===== src/rtl/core/rank_clip_denoise_3x3_core_assert.svh =====
// ----------------------------------------------------------------------------
// rank_clip_denoise_3x3_core_assert.svh
// Assertion macros of the core, included by rcd3_emit.
// ----------------------------------------------------------------------------
`ifndef RANK_CLIP_DENOISE_3X3_CORE_ASSERT_SVH
`define RANK_CLIP_DENOISE_3X3_CORE_ASSERT_SVH

// Consequent must hold in the same cycle as the antecedent
`define RCD3_ASSERT_SAME(label, clk, rst_n, ante, cons, msg) \
    label: assert property (@(posedge clk) disable iff (!(rst_n)) (ante) |-> (cons)) \
        else $error(msg);

// Consequent must hold in the cycle after the antecedent
`define RCD3_ASSERT_NEXT(label, clk, rst_n, ante, cons, msg) \
    label: assert property (@(posedge clk) disable iff (!(rst_n)) (ante) |=> (cons)) \
        else $error(msg);

`endif


===== src/rtl/core/rcd3_pkg.sv =====
// ----------------------------------------------------------------------------
// rcd3_pkg
// Types and constants of the 3x3 rank-clip denoise core.
// ----------------------------------------------------------------------------
package rcd3_pkg;

    // Input transfer: one column slice
    typedef struct packed {
        logic [15:0] pixel_above;
        logic [15:0] pixel_center;
        logic [15:0] pixel_below;
        logic        border_row;
        logic        row_end;
    } t_in;

    // Output transfer: one filtered pixel
    typedef struct packed {
        logic [15:0] pixel_out;
        logic        last_of_row;
    } t_out;

    // Control part of a job travelling from front to back
    typedef struct packed {
        logic a_v;   // delayed result of the previous column present
        logic filt;  // delayed result is filtered, else its centre passes
        logic b_v;   // row-end pass-through result present
    } t_job_ctl;

    // Pixel slots of a job: eight neighbours, then centre, then pass-through
    localparam int NEIGHBOURS  = 8;
    localparam int CENTER_SLOT = 8;
    localparam int PASS_SLOT   = 9;
    localparam int SLOTS       = 10;

    // Clip rank range and the top neighbour index
    localparam logic [2:0] RANK_MIN = 3'd1;
    localparam logic [2:0] RANK_MAX = 3'd4;
    localparam logic [2:0] RANK_TOP = 3'd7;

    // Odd-even merge network for eight values, in comparator order
    localparam int NET_LEN = 19;
    localparam logic [2:0] NET_LO [NET_LEN] =
        '{3'd0, 3'd2, 3'd4, 3'd6, 3'd0, 3'd1, 3'd4, 3'd5, 3'd1, 3'd5,
          3'd0, 3'd1, 3'd2, 3'd3, 3'd2, 3'd3, 3'd1, 3'd3, 3'd5};
    localparam logic [2:0] NET_HI [NET_LEN] =
        '{3'd1, 3'd3, 3'd5, 3'd7, 3'd2, 3'd3, 3'd6, 3'd7, 3'd2, 3'd6,
          3'd4, 3'd5, 3'd6, 3'd7, 3'd4, 3'd5, 3'd2, 3'd4, 3'd6};

    // Last comparator of each pipeline stage (two network layers per stage)
    localparam int CUT1_LAST = 7;
    localparam int CUT2_LAST = 13;
    localparam int CUT3_LAST = 18;

endpackage


===== src/rtl/core/rcd3_front.sv =====
// ----------------------------------------------------------------------------
// rcd3_front
// Accepts column slices, holds the 3x3 window and issues one job per
// transfer that produces results.
// ----------------------------------------------------------------------------
module rcd3_front #(
    parameter int PIXEL_BITS = 16
) (
    input  logic                                         i_clk,
    input  logic                                         i_rst_n,
    input  logic                                         i_in_valid,
    output logic                                         o_in_ready,
    input  rcd3_pkg::t_in                                i_in_data,
    input  logic                                         i_q_full,
    output logic                                         o_push,
    output rcd3_pkg::t_job_ctl                           o_job_ctl,
    output logic [rcd3_pkg::SLOTS-1:0][PIXEL_BITS-1:0]   o_job_pix
);

    logic [2:0][PIXEL_BITS-1:0] r_prev;
    logic [2:0][PIXEL_BITS-1:0] r_older;
    logic [1:0]                 r_cols;
    logic [1:0]                 n_cols;
    logic                       r_border;
    logic [2:0][PIXEL_BITS-1:0] cur;
    logic                       accept;

    // Keep the low pixel bits of the slice
    assign cur[0] = i_in_data.pixel_above[PIXEL_BITS-1:0];
    assign cur[1] = i_in_data.pixel_center[PIXEL_BITS-1:0];
    assign cur[2] = i_in_data.pixel_below[PIXEL_BITS-1:0];

    assign o_in_ready = !i_q_full;
    assign accept     = i_in_valid && o_in_ready;

    // Classify the transfer
    assign o_job_ctl.a_v  = (r_cols != 2'd0);
    assign o_job_ctl.filt = (r_cols == 2'd2) && !r_border;
    assign o_job_ctl.b_v  = i_in_data.row_end;
    assign o_push         = accept && (o_job_ctl.a_v || o_job_ctl.b_v);

    // Assemble the window around the previous column
    assign o_job_pix[0]                     = r_older[0];
    assign o_job_pix[1]                     = r_older[1];
    assign o_job_pix[2]                     = r_older[2];
    assign o_job_pix[3]                     = r_prev[0];
    assign o_job_pix[4]                     = r_prev[2];
    assign o_job_pix[5]                     = cur[0];
    assign o_job_pix[6]                     = cur[1];
    assign o_job_pix[7]                     = cur[2];
    assign o_job_pix[rcd3_pkg::CENTER_SLOT] = r_prev[1];
    assign o_job_pix[rcd3_pkg::PASS_SLOT]   = cur[1];

    // Count held columns, saturating at two, clear at row end
    always_comb begin
        if (i_in_data.row_end) begin
            n_cols = 2'd0;
        end else if (r_cols == 2'd2) begin
            n_cols = 2'd2;
        end else begin
            n_cols = r_cols + 2'd1;
        end
    end

    always_ff @(posedge i_clk) begin
        if (!i_rst_n) begin
            r_cols   <= 2'd0;
            r_border <= 1'b0;
        end else if (accept) begin
            r_cols   <= n_cols;
            r_border <= i_in_data.border_row;
        end
    end

    // Shift the slices
    always_ff @(posedge i_clk) begin
        if (accept) begin
            r_older <= r_prev;
            r_prev  <= cur;
        end
    end

endmodule


===== src/rtl/core/rcd3_queue.sv =====
// ----------------------------------------------------------------------------
// rcd3_queue
// Short show-ahead queue of jobs between the front and the sorting pipeline.
// ----------------------------------------------------------------------------
module rcd3_queue #(
    parameter int PIXEL_BITS = 16
) (
    input  logic                                         i_clk,
    input  logic                                         i_rst_n,
    input  logic                                         i_push,
    input  rcd3_pkg::t_job_ctl                           i_ctl,
    input  logic [rcd3_pkg::SLOTS-1:0][PIXEL_BITS-1:0]   i_pix,
    output logic                                         o_full,
    output logic                                         o_valid,
    input  logic                                         i_pop,
    output rcd3_pkg::t_job_ctl                           o_ctl,
    output logic [rcd3_pkg::SLOTS-1:0][PIXEL_BITS-1:0]   o_pix
);

    localparam int DEPTH = 4;
    localparam int PTR_W = $clog2(DEPTH);
    localparam int CNT_W = $clog2(DEPTH + 1);

    rcd3_pkg::t_job_ctl                         r_ctl [DEPTH];
    logic [rcd3_pkg::SLOTS-1:0][PIXEL_BITS-1:0] r_pix [DEPTH];
    logic [PTR_W-1:0]                           r_wr;
    logic [PTR_W-1:0]                           r_rd;
    logic [CNT_W-1:0]                           r_cnt;
    logic                                       do_pop;

    assign o_full  = (r_cnt == CNT_W'(DEPTH));
    assign o_valid = (r_cnt != '0);
    assign do_pop  = i_pop && o_valid;
    assign o_ctl   = r_ctl[r_rd];
    assign o_pix   = r_pix[r_rd];

    // Advance pointers and fill level
    always_ff @(posedge i_clk) begin
        if (!i_rst_n) begin
            r_wr  <= '0;
            r_rd  <= '0;
            r_cnt <= '0;
        end else begin
            if (i_push) begin
                r_wr <= r_wr + PTR_W'(1);
            end
            if (do_pop) begin
                r_rd <= r_rd + PTR_W'(1);
            end
            if (i_push && !do_pop) begin
                r_cnt <= r_cnt + CNT_W'(1);
            end else if (do_pop && !i_push) begin
                r_cnt <= r_cnt - CNT_W'(1);
            end
        end
    end

    // Store the job
    always_ff @(posedge i_clk) begin
        if (i_push) begin
            r_ctl[r_wr] <= i_ctl;
            r_pix[r_wr] <= i_pix;
        end
    end

endmodule


===== src/rtl/core/rcd3_sort.sv =====
// ----------------------------------------------------------------------------
// rcd3_sort
// Three-stage pipelined sorting network for the eight neighbours; two
// network layers per stage. Centre and pass-through pixels ride along.
// ----------------------------------------------------------------------------
module rcd3_sort #(
    parameter int PIXEL_BITS = 16
) (
    input  logic                                         i_clk,
    input  logic                                         i_rst_n,
    input  logic                                         i_valid,
    output logic                                         o_ready,
    input  rcd3_pkg::t_job_ctl                           i_ctl,
    input  logic [rcd3_pkg::SLOTS-1:0][PIXEL_BITS-1:0]   i_pix,
    output logic                                         o_valid,
    input  logic                                         i_ready,
    output rcd3_pkg::t_job_ctl                           o_ctl,
    output logic [rcd3_pkg::SLOTS-1:0][PIXEL_BITS-1:0]   o_pix
);

    typedef logic [rcd3_pkg::SLOTS-1:0][PIXEL_BITS-1:0] t_pix;

    // Apply the comparators with index from first to last
    function automatic t_pix net_range(input t_pix v, input int first, input int last);
        t_pix                  w;
        logic [PIXEL_BITS-1:0] x;
        logic [PIXEL_BITS-1:0] y;
        w = v;
        for (int i = 0; i < rcd3_pkg::NET_LEN; i++) begin
            if (i >= first && i <= last) begin
                x = w[{1'b0, rcd3_pkg::NET_LO[i]}];
                y = w[{1'b0, rcd3_pkg::NET_HI[i]}];
                w[{1'b0, rcd3_pkg::NET_LO[i]}] = (x < y) ? x : y;
                w[{1'b0, rcd3_pkg::NET_HI[i]}] = (x < y) ? y : x;
            end
        end
        return w;
    endfunction

    logic               r_v1, r_v2, r_v3;
    rcd3_pkg::t_job_ctl r_c1, r_c2, r_c3;
    t_pix               r_p1, r_p2, r_p3;
    logic               rdy1, rdy2, rdy3;

    // Stall chain from the output back
    assign rdy3    = !r_v3 || i_ready;
    assign rdy2    = !r_v2 || rdy3;
    assign rdy1    = !r_v1 || rdy2;
    assign o_ready = rdy1;
    assign o_valid = r_v3;
    assign o_ctl   = r_c3;
    assign o_pix   = r_p3;

    always_ff @(posedge i_clk) begin
        if (!i_rst_n) begin
            r_v1 <= 1'b0;
            r_v2 <= 1'b0;
            r_v3 <= 1'b0;
        end else begin
            if (rdy1) begin
                r_v1 <= i_valid;
            end
            if (rdy2) begin
                r_v2 <= r_v1;
            end
            if (rdy3) begin
                r_v3 <= r_v2;
            end
        end
    end

    // Advance the network stages
    always_ff @(posedge i_clk) begin
        if (rdy1) begin
            r_c1 <= i_ctl;
            r_p1 <= net_range(i_pix, 0, rcd3_pkg::CUT1_LAST);
        end
        if (rdy2) begin
            r_c2 <= r_c1;
            r_p2 <= net_range(r_p1, rcd3_pkg::CUT1_LAST + 1, rcd3_pkg::CUT2_LAST);
        end
        if (rdy3) begin
            r_c3 <= r_c2;
            r_p3 <= net_range(r_p2, rcd3_pkg::CUT2_LAST + 1, rcd3_pkg::CUT3_LAST);
        end
    end

endmodule


===== src/rtl/core/rcd3_emit.sv =====
// ----------------------------------------------------------------------------
// rcd3_emit
// Clamps the centre of filtered jobs between the selected ranks; sends up
// to two results per job via the output register, one per unstalled cycle.
// ----------------------------------------------------------------------------
`include "rank_clip_denoise_3x3_core_assert.svh"

module rcd3_emit #(
    parameter int PIXEL_BITS = 16
) (
    input  logic                                         i_clk,
    input  logic                                         i_rst_n,
    input  logic                                         i_cfg_wr_en,
    input  logic [2:0]                                   i_cfg_wr_data,
    input  logic                                         i_valid,
    output logic                                         o_ready,
    input  rcd3_pkg::t_job_ctl                           i_ctl,
    input  logic [rcd3_pkg::SLOTS-1:0][PIXEL_BITS-1:0]   i_pix,
    output logic                                         o_out_valid,
    input  logic                                         i_out_ready,
    output rcd3_pkg::t_out                               o_out_data
);

    logic [1:0]            r_sel;
    logic [1:0]            n_sel;
    logic                  r_out_v;
    rcd3_pkg::t_out        r_out;
    logic                  r_sec_v;
    logic [PIXEL_BITS-1:0] r_sec_pix;
    logic                  out_free;
    logic                  take;
    logic                  take_two;
    logic [PIXEL_BITS-1:0] lo_pix;
    logic [PIXEL_BITS-1:0] hi_pix;
    logic [PIXEL_BITS-1:0] ctr_pix;
    logic [PIXEL_BITS-1:0] clamp_pix;
    logic [PIXEL_BITS-1:0] a_pix;

    // Turn the written rank into a lower-neighbour index, clipped to range
    always_comb begin
        if (i_cfg_wr_data < rcd3_pkg::RANK_MIN) begin
            n_sel = 2'(rcd3_pkg::RANK_MIN - rcd3_pkg::RANK_MIN);
        end else if (i_cfg_wr_data > rcd3_pkg::RANK_MAX) begin
            n_sel = 2'(rcd3_pkg::RANK_MAX - rcd3_pkg::RANK_MIN);
        end else begin
            n_sel = 2'(i_cfg_wr_data - rcd3_pkg::RANK_MIN);
        end
    end

    // Clamp the centre between ranks n and 9-n
    assign lo_pix    = i_pix[{2'b00, r_sel}];
    assign hi_pix    = i_pix[{1'b0, rcd3_pkg::RANK_TOP - {1'b0, r_sel}}];
    assign ctr_pix   = i_pix[rcd3_pkg::CENTER_SLOT];
    assign clamp_pix = (ctr_pix < lo_pix) ? lo_pix : ((ctr_pix > hi_pix) ? hi_pix : ctr_pix);
    assign a_pix     = i_ctl.filt ? clamp_pix : ctr_pix;

    // Take a job only when no second result is waiting
    assign out_free    = !r_out_v || i_out_ready;
    assign take        = i_valid && out_free && !r_sec_v;
    assign take_two    = take && i_ctl.a_v && i_ctl.b_v;
    assign o_ready     = out_free && !r_sec_v;
    assign o_out_valid = r_out_v;
    assign o_out_data  = r_out;

    always_ff @(posedge i_clk) begin
        if (!i_rst_n) begin
            r_sel   <= 2'd0;
            r_out_v <= 1'b0;
            r_sec_v <= 1'b0;
        end else begin
            if (i_cfg_wr_en) begin
                r_sel <= n_sel;
            end
            if (out_free) begin
                if (r_sec_v) begin
                    r_out_v <= 1'b1;
                    r_sec_v <= 1'b0;
                end else if (i_valid) begin
                    r_out_v <= 1'b1;
                    r_sec_v <= i_ctl.a_v && i_ctl.b_v;
                end else begin
                    r_out_v <= 1'b0;
                end
            end
        end
    end

    // Load the output transfer and hold the row-end result behind it
    always_ff @(posedge i_clk) begin
        if (out_free) begin
            if (r_sec_v) begin
                r_out.pixel_out   <= 16'(r_sec_pix);
                r_out.last_of_row <= 1'b1;
            end else if (i_valid) begin
                if (i_ctl.a_v) begin
                    r_out.pixel_out   <= 16'(a_pix);
                    r_out.last_of_row <= 1'b0;
                    r_sec_pix         <= i_pix[rcd3_pkg::PASS_SLOT];
                end else begin
                    r_out.pixel_out   <= 16'(i_pix[rcd3_pkg::PASS_SLOT]);
                    r_out.last_of_row <= 1'b1;
                end
            end
        end
    end

    `RCD3_ASSERT_SAME(a_sec_behind_out, i_clk, i_rst_n, r_sec_v, r_out_v, "orphan second result")
    `RCD3_ASSERT_NEXT(a_two_results, i_clk, i_rst_n, take_two, r_sec_v, "row end not held")
    `RCD3_ASSERT_SAME(a_last_order, i_clk, i_rst_n, r_sec_v, !r_out.last_of_row, "row end first")

endmodule


===== src/rtl/core/rank_clip_denoise_3x3_core.sv =====
// ----------------------------------------------------------------------------
// rank_clip_denoise_3x3_core
// Streaming 3x3 rank-clip denoiser: sorts the eight neighbours of each
// interior pixel and clamps the centre between ranks n and 9-n.
//
//   Port group        Direction  Handshake                  Payload
//   input slices      in         i_in_valid / o_in_ready    i_in_data  (t_in)
//   filtered pixels   out        o_out_valid / i_out_ready  o_out_data (t_out)
//   clip rank         in         i_cfg_wr_en                i_cfg_wr_data
//
// One slice is accepted per cycle while the job queue is not full; results
// leave at one per cycle while i_out_ready holds. A row of W columns gives
// W results for W slices, the row-end slice giving two when W is above one.
// A result passes from the slice that releases it through the job queue,
// the three stages of the comparator network, then the output register.
// The four-entry job queue absorbs the second result of a row end and output
// stalls; o_in_ready drops only when that queue is full.
// Reset is synchronous and clears the held-column count and sets the rank to 1.
// ----------------------------------------------------------------------------
module rank_clip_denoise_3x3_core #(
    parameter int PIXEL_BITS = 16
) (
    input  logic           i_clk,
    input  logic           i_rst_n,
    input  logic           i_in_valid,
    output logic           o_in_ready,
    input  rcd3_pkg::t_in  i_in_data,
    output logic           o_out_valid,
    input  logic           i_out_ready,
    output rcd3_pkg::t_out o_out_data,
    input  logic           i_cfg_wr_en,
    input  logic [2:0]     i_cfg_wr_data
);

    typedef logic [rcd3_pkg::SLOTS-1:0][PIXEL_BITS-1:0] t_pix;

    logic               push, q_full, q_valid, q_pop;
    rcd3_pkg::t_job_ctl f_ctl, q_ctl, s_ctl;
    t_pix               f_pix, q_pix, s_pix;
    logic               s_valid, s_ready;

    // Accept and classify slices
    rcd3_front #(.PIXEL_BITS(PIXEL_BITS)) u_front (
        .i_clk      (i_clk),
        .i_rst_n    (i_rst_n),
        .i_in_valid (i_in_valid),
        .o_in_ready (o_in_ready),
        .i_in_data  (i_in_data),
        .i_q_full   (q_full),
        .o_push     (push),
        .o_job_ctl  (f_ctl),
        .o_job_pix  (f_pix)
    );

    // Decouple front and back
    rcd3_queue #(.PIXEL_BITS(PIXEL_BITS)) u_queue (
        .i_clk   (i_clk),
        .i_rst_n (i_rst_n),
        .i_push  (push),
        .i_ctl   (f_ctl),
        .i_pix   (f_pix),
        .o_full  (q_full),
        .o_valid (q_valid),
        .i_pop   (q_pop),
        .o_ctl   (q_ctl),
        .o_pix   (q_pix)
    );

    // Sort the neighbours
    rcd3_sort #(.PIXEL_BITS(PIXEL_BITS)) u_sort (
        .i_clk   (i_clk),
        .i_rst_n (i_rst_n),
        .i_valid (q_valid),
        .o_ready (q_pop),
        .i_ctl   (q_ctl),
        .i_pix   (q_pix),
        .o_valid (s_valid),
        .i_ready (s_ready),
        .o_ctl   (s_ctl),
        .o_pix   (s_pix)
    );

    // Clamp and send results
    rcd3_emit #(.PIXEL_BITS(PIXEL_BITS)) u_emit (
        .i_clk         (i_clk),
        .i_rst_n       (i_rst_n),
        .i_cfg_wr_en   (i_cfg_wr_en),
        .i_cfg_wr_data (i_cfg_wr_data),
        .i_valid       (s_valid),
        .o_ready       (s_ready),
        .i_ctl         (s_ctl),
        .i_pix         (s_pix),
        .o_out_valid   (o_out_valid),
        .i_out_ready   (i_out_ready),
        .o_out_data    (o_out_data)
    );

endmodule

===== config.mk =====
export PLATFORM = sky130hd
export DESIGN_NAME = rank_clip_denoise_3x3_core
export DESIGN_NICKNAME = d
export VERILOG_FILES = /design/src/rtl/core/rcd3_pkg.sv /design/src/rtl/core/rcd3_front.sv /design/src/rtl/core/rcd3_queue.sv /design/src/rtl/core/rcd3_sort.sv /design/src/rtl/core/rcd3_emit.sv /design/src/rtl/core/rank_clip_denoise_3x3_core.sv
export VERILOG_INCLUDE_DIRS = /design/src /design/src/rtl/core
export SDC_FILE = /design/constraint.sdc
export NUM_CORES = 2
export LEC_CHECK = 0
export ABC_AREA = 1
export BUFFER_PORTS_ARGS = -buffer_cell sky130_fd_sc_hd__clkbuf_2
export CORE_ASPECT_RATIO = 1.4
export CORE_UTILIZATION = 40
export CTS_BUF_LIST = sky130_fd_sc_hd__clkbuf_4 sky130_fd_sc_hd__clkbuf_8
export CTS_CLUSTER_DIAMETER = 120
export DETAILED_ROUTE_END_ITERATION = 16
export GPL_ROUTABILITY_DRIVEN = 0
export REMOVE_ABC_BUFFERS = 1
export SETUP_SLACK_MARGIN = 0.02
export SLEW_MARGIN = 20
export SYNTH_ARGS = -nofsm -noshare
export SYNTH_HDL_FRONTEND = slang
export SYNTH_SLANG_ARGS = --single-unit

===== constraint.sdc =====
create_clock -name i_clk -period 12.61 [get_ports i_clk]
set_input_delay 3.783 -clock i_clk [delete_from_list [all_inputs] [get_ports i_clk]]
set_output_delay 3.783 -clock i_clk [all_outputs]
set_load 0.02 [all_outputs]

==> results.md <==
* FF-to-FF End: u_sort.r_p1[11]
* Routed Antenna Nets at 0
* I/O Pins at 77
* Worst Path Max Fanout at 157
* Via count at 39500
* RSZ-0062 raised after global routing: false
* Final hold vios at 0
* First-pass GRT wire length at 235 mm
* Gates resized, CTS repair at 0
* Largest net degree at the start of global routing at 180
* Synthesized flop and latch total at 1225
* Number of global-route vias before repair at 37600
* Tmin final at 7.41 ns
* Final period utilization at 58.7%
* Status: complete, no violations
* Hold_ws at 0.406 ns
* Top-area cell type share of the netlist area at 62.5%
* Hpwl dp at 114 mm
* Die Y at 452 um
* Std-Cell Rows at 164
* Later-pin clock latency in the skew report at 0.91 ns
* Highest metal used: met4
* Setup violators final at 0
* Initial Util at 40.5%
* CTS tree: yes
* Final instance area at 63600 um2
* Synth area leaders: edfxtp_1 62%, nand2_1 9.2%, ha_1 7.0%
* Area growth, synth to finish at 9.77%
* Port Buffers at 76
* Nets at 5807
* Max-Cap Viols at 0
* Via density at 5.28
* Dpl ws at 4.88 ns
* Core Box Area at 143000 um2
* F_max at 0.135 GHz
* Syn Inst Count at 5401
* Routed wl met2 at 77.8 mm
* Slew HR at 23.2%
* Routed wire length per instance at 21.2 um
* Die area at 146000 um2
* CTS Sinks at 1225
* Post-synth cell types at 43
* Reg2Reg Depth at 20
* Post-synth EDFFs at 1206
* Synth area leader: edfxtp_1
* Drt pass-1 iters at 6
* Clock Skews at 0.0664 ns
* Register area share after synthesis at 63.1%
* Non-filler cells, final at 7478
* Worst setup SP type: flip-flop
* # placed instances at 7155
* Mean Syn Cell Area at 10.7 um2
* 1st-iter DRT viols at 3125
* Routed wl met3 at 6.63 mm
* Total GRT Usage at 21.7%
* Hold-fix buffers at CTS at 0
* Asr flop ratio synth at 0%
* Initial antenna violation count at 7
* Post-Syn Area at 58000 um2
* Hold Path Stages at 0
* Hold crit path type: reg2reg
* Critical path arrival at 8.02 ns
* Met1 wire length at 60.6 mm
* Worst Path Required at 13.23 ns
* Routed Wire Length at 159 mm
* Clock Path Buffers at 3
* Clock Tree Root: clkbuf_8
* H-tree Lvls at 4
* Least-Margin Pin Slew at 1.15 ns
* Clock slew at reported path FFs at 0.06 ns
* Setup Buffers After CTS at 0
* DIE WIDTH at 324 um
* FILL cells at 13300
* Slew Limit Fails at 0
* Layout cells sized above 1 at 7.93%
* Worst Slack Setup Final at 5.20 ns
* Syn. warnings at 0
* Reg2Reg Setup Slack at 5.20 ns
* Most frequent cells in the layout: 1413 x nand2_1, 1206 x edfxtp_1, 502 x o21ai_0
* Hold Startpoint: u_sort.r_p2[5]
* DP Area at 60100 um2
* Top FF cell, synth: edfxtp_1
* Inserted Clock Buffers at 176
* Commonest non-fill, non-tap cell in the layout: nand2_1
* CP Capture Type: flip-flop
* Post-route DRC at 0
* GRT overflow at 0
* Crit Path Class: reg2reg
* Worst Hold End: u_sort.o_pix[5]
## per-stage QoR
stage / setup TNS, ns / utilization [%]
after floorplan: -77.95 / -
after global placement: 0 / 42.0
after detailed placement: 0 / 42.0
after CTS: 0 / 44.4
after global routing: 0 / 44.4
final: 0 / 44.4
## cell usage after synthesis, types with 15 or more instances
| cell | number |
|---|---|
| a22oi_1 | 16 |
| nand2_1 | 1414 |
| nor3_1 | 16 |
| clkbuf_1 | 213 |
| o22a_1 | 15 |
| nand2b_1 | 15 |
| buf_2 | 28 |
| nor2_1 | 314 |
| a21oi_1 | 279 |
| a32o_1 | 75 |
| o21ai_0 | 502 |
| dfxtp_1 | 19 |
| edfxtp_1 | 1206 |
| nand4_1 | 22 |
| nand3_1 | 347 |
| inv_1 | 387 |
| o22ai_1 | 80 |
| a211oi_1 | 21 |
| ha_1 | 324 |
## final cells by class
type                    count  area [um2]  share of cell area [%]
repair buffers            114         753                    1.18
inverters                 392        1500                    2.35
clock inverters            79         596                   0.936
clock buffers             234        2880                    4.52
diodes                     10        25.0                  0.0393
multi-input cells        3515       18900                    29.7
well taps                1909        2390                    3.75
flip-flops and latches   1225       36600                    57.5
## worst max-delay path: stages (launching register included)
cell	delay, ns
dfxtp_4	0.36
inv_8	0.43
buf_4	0.68
o21ai_0	0.17
o22ai_1	0.79
ha_1	0.31
nand4_1	0.12
nor3_1	0.28
nand2_2	0.12
nand2_2	0.38
inv_1	0.46
o21ai_0	0.49
inv_1	0.09
ha_1	0.30
a21oi_1	0.13
nor2_1	0.05
a211oi_1	0.18
o221a_2	0.67
nand2_2	0.52
nand2_1	0.18
nand2_1	0.07
## routing by layer
metal / vias to the layer above / track usage [%]
met5: - / 0
met4: 0 / 17.4
met3: 345 / 3.08
met2: 1110 / 36.5
met1: 18900 / 24.5
li1: 19100 / -
## kinds of logic (layout without fill, tap and decap cells)
group	count (synthesis)	in the layout	share of synthesized area, %
flops	1225	1225	63.1
fa+ha+maj	325	325	7.03
compound gates	1043	1043	10.4
other cells	0	10	0
buf+inv	661	819	4.50
simple gates	2147	2147	15.0
## flip-flops by register name (all words and copies together), names as in the netlist, named ones only
| name | count |
|---|---|
| u_emit.o_out_data | 17 |
| u_emit.o_out_valid | 1 |
| u_emit.r_sec_pix | 16 |
| u_emit.r_sec_v | 1 |
| u_emit.r_sel | 2 |
| u_front.o_job_pix | 96 |
| u_front.r_border | 1 |
| u_front.r_cols | 2 |
| u_queue.r_cnt | 3 |
| u_queue.r_ctl | 12 |
| u_queue.r_pix | 576 |
| u_queue.r_rd | 2 |
| u_queue.r_wr | 2 |
| u_sort.o_ctl | 3 |
| u_sort.o_pix | 160 |
| u_sort.o_valid | 1 |
| u_sort.r_c1 | 3 |
| u_sort.r_c2 | 3 |
| u_sort.r_p1 | 160 |
| u_sort.r_p2 | 160 |
| u_sort.r_v1 | 1 |
| u_sort.r_v2 | 1 |
## worst max-delay path by stage
stage / start / endpoint / cells past startpoint
2_1_floorplan: flip-flop / u_sort.r_p1[100] / 22
3_3_place_gp: flip-flop / u_sort.r_p1[100] / 21
3_5_place_dp: flip-flop / u_sort.r_p1[99] / 21
4_1_cts: flip-flop / u_sort.r_p1[67] / 21
5_1_grt: flip-flop / u_sort.r_p1[69] / 25
6_report: flip-flop / u_sort.r_p1[11] / 20
Power is not shown: default switching activity piles up to over one toggle a cycle in this logic, so the estimate is an artifact.
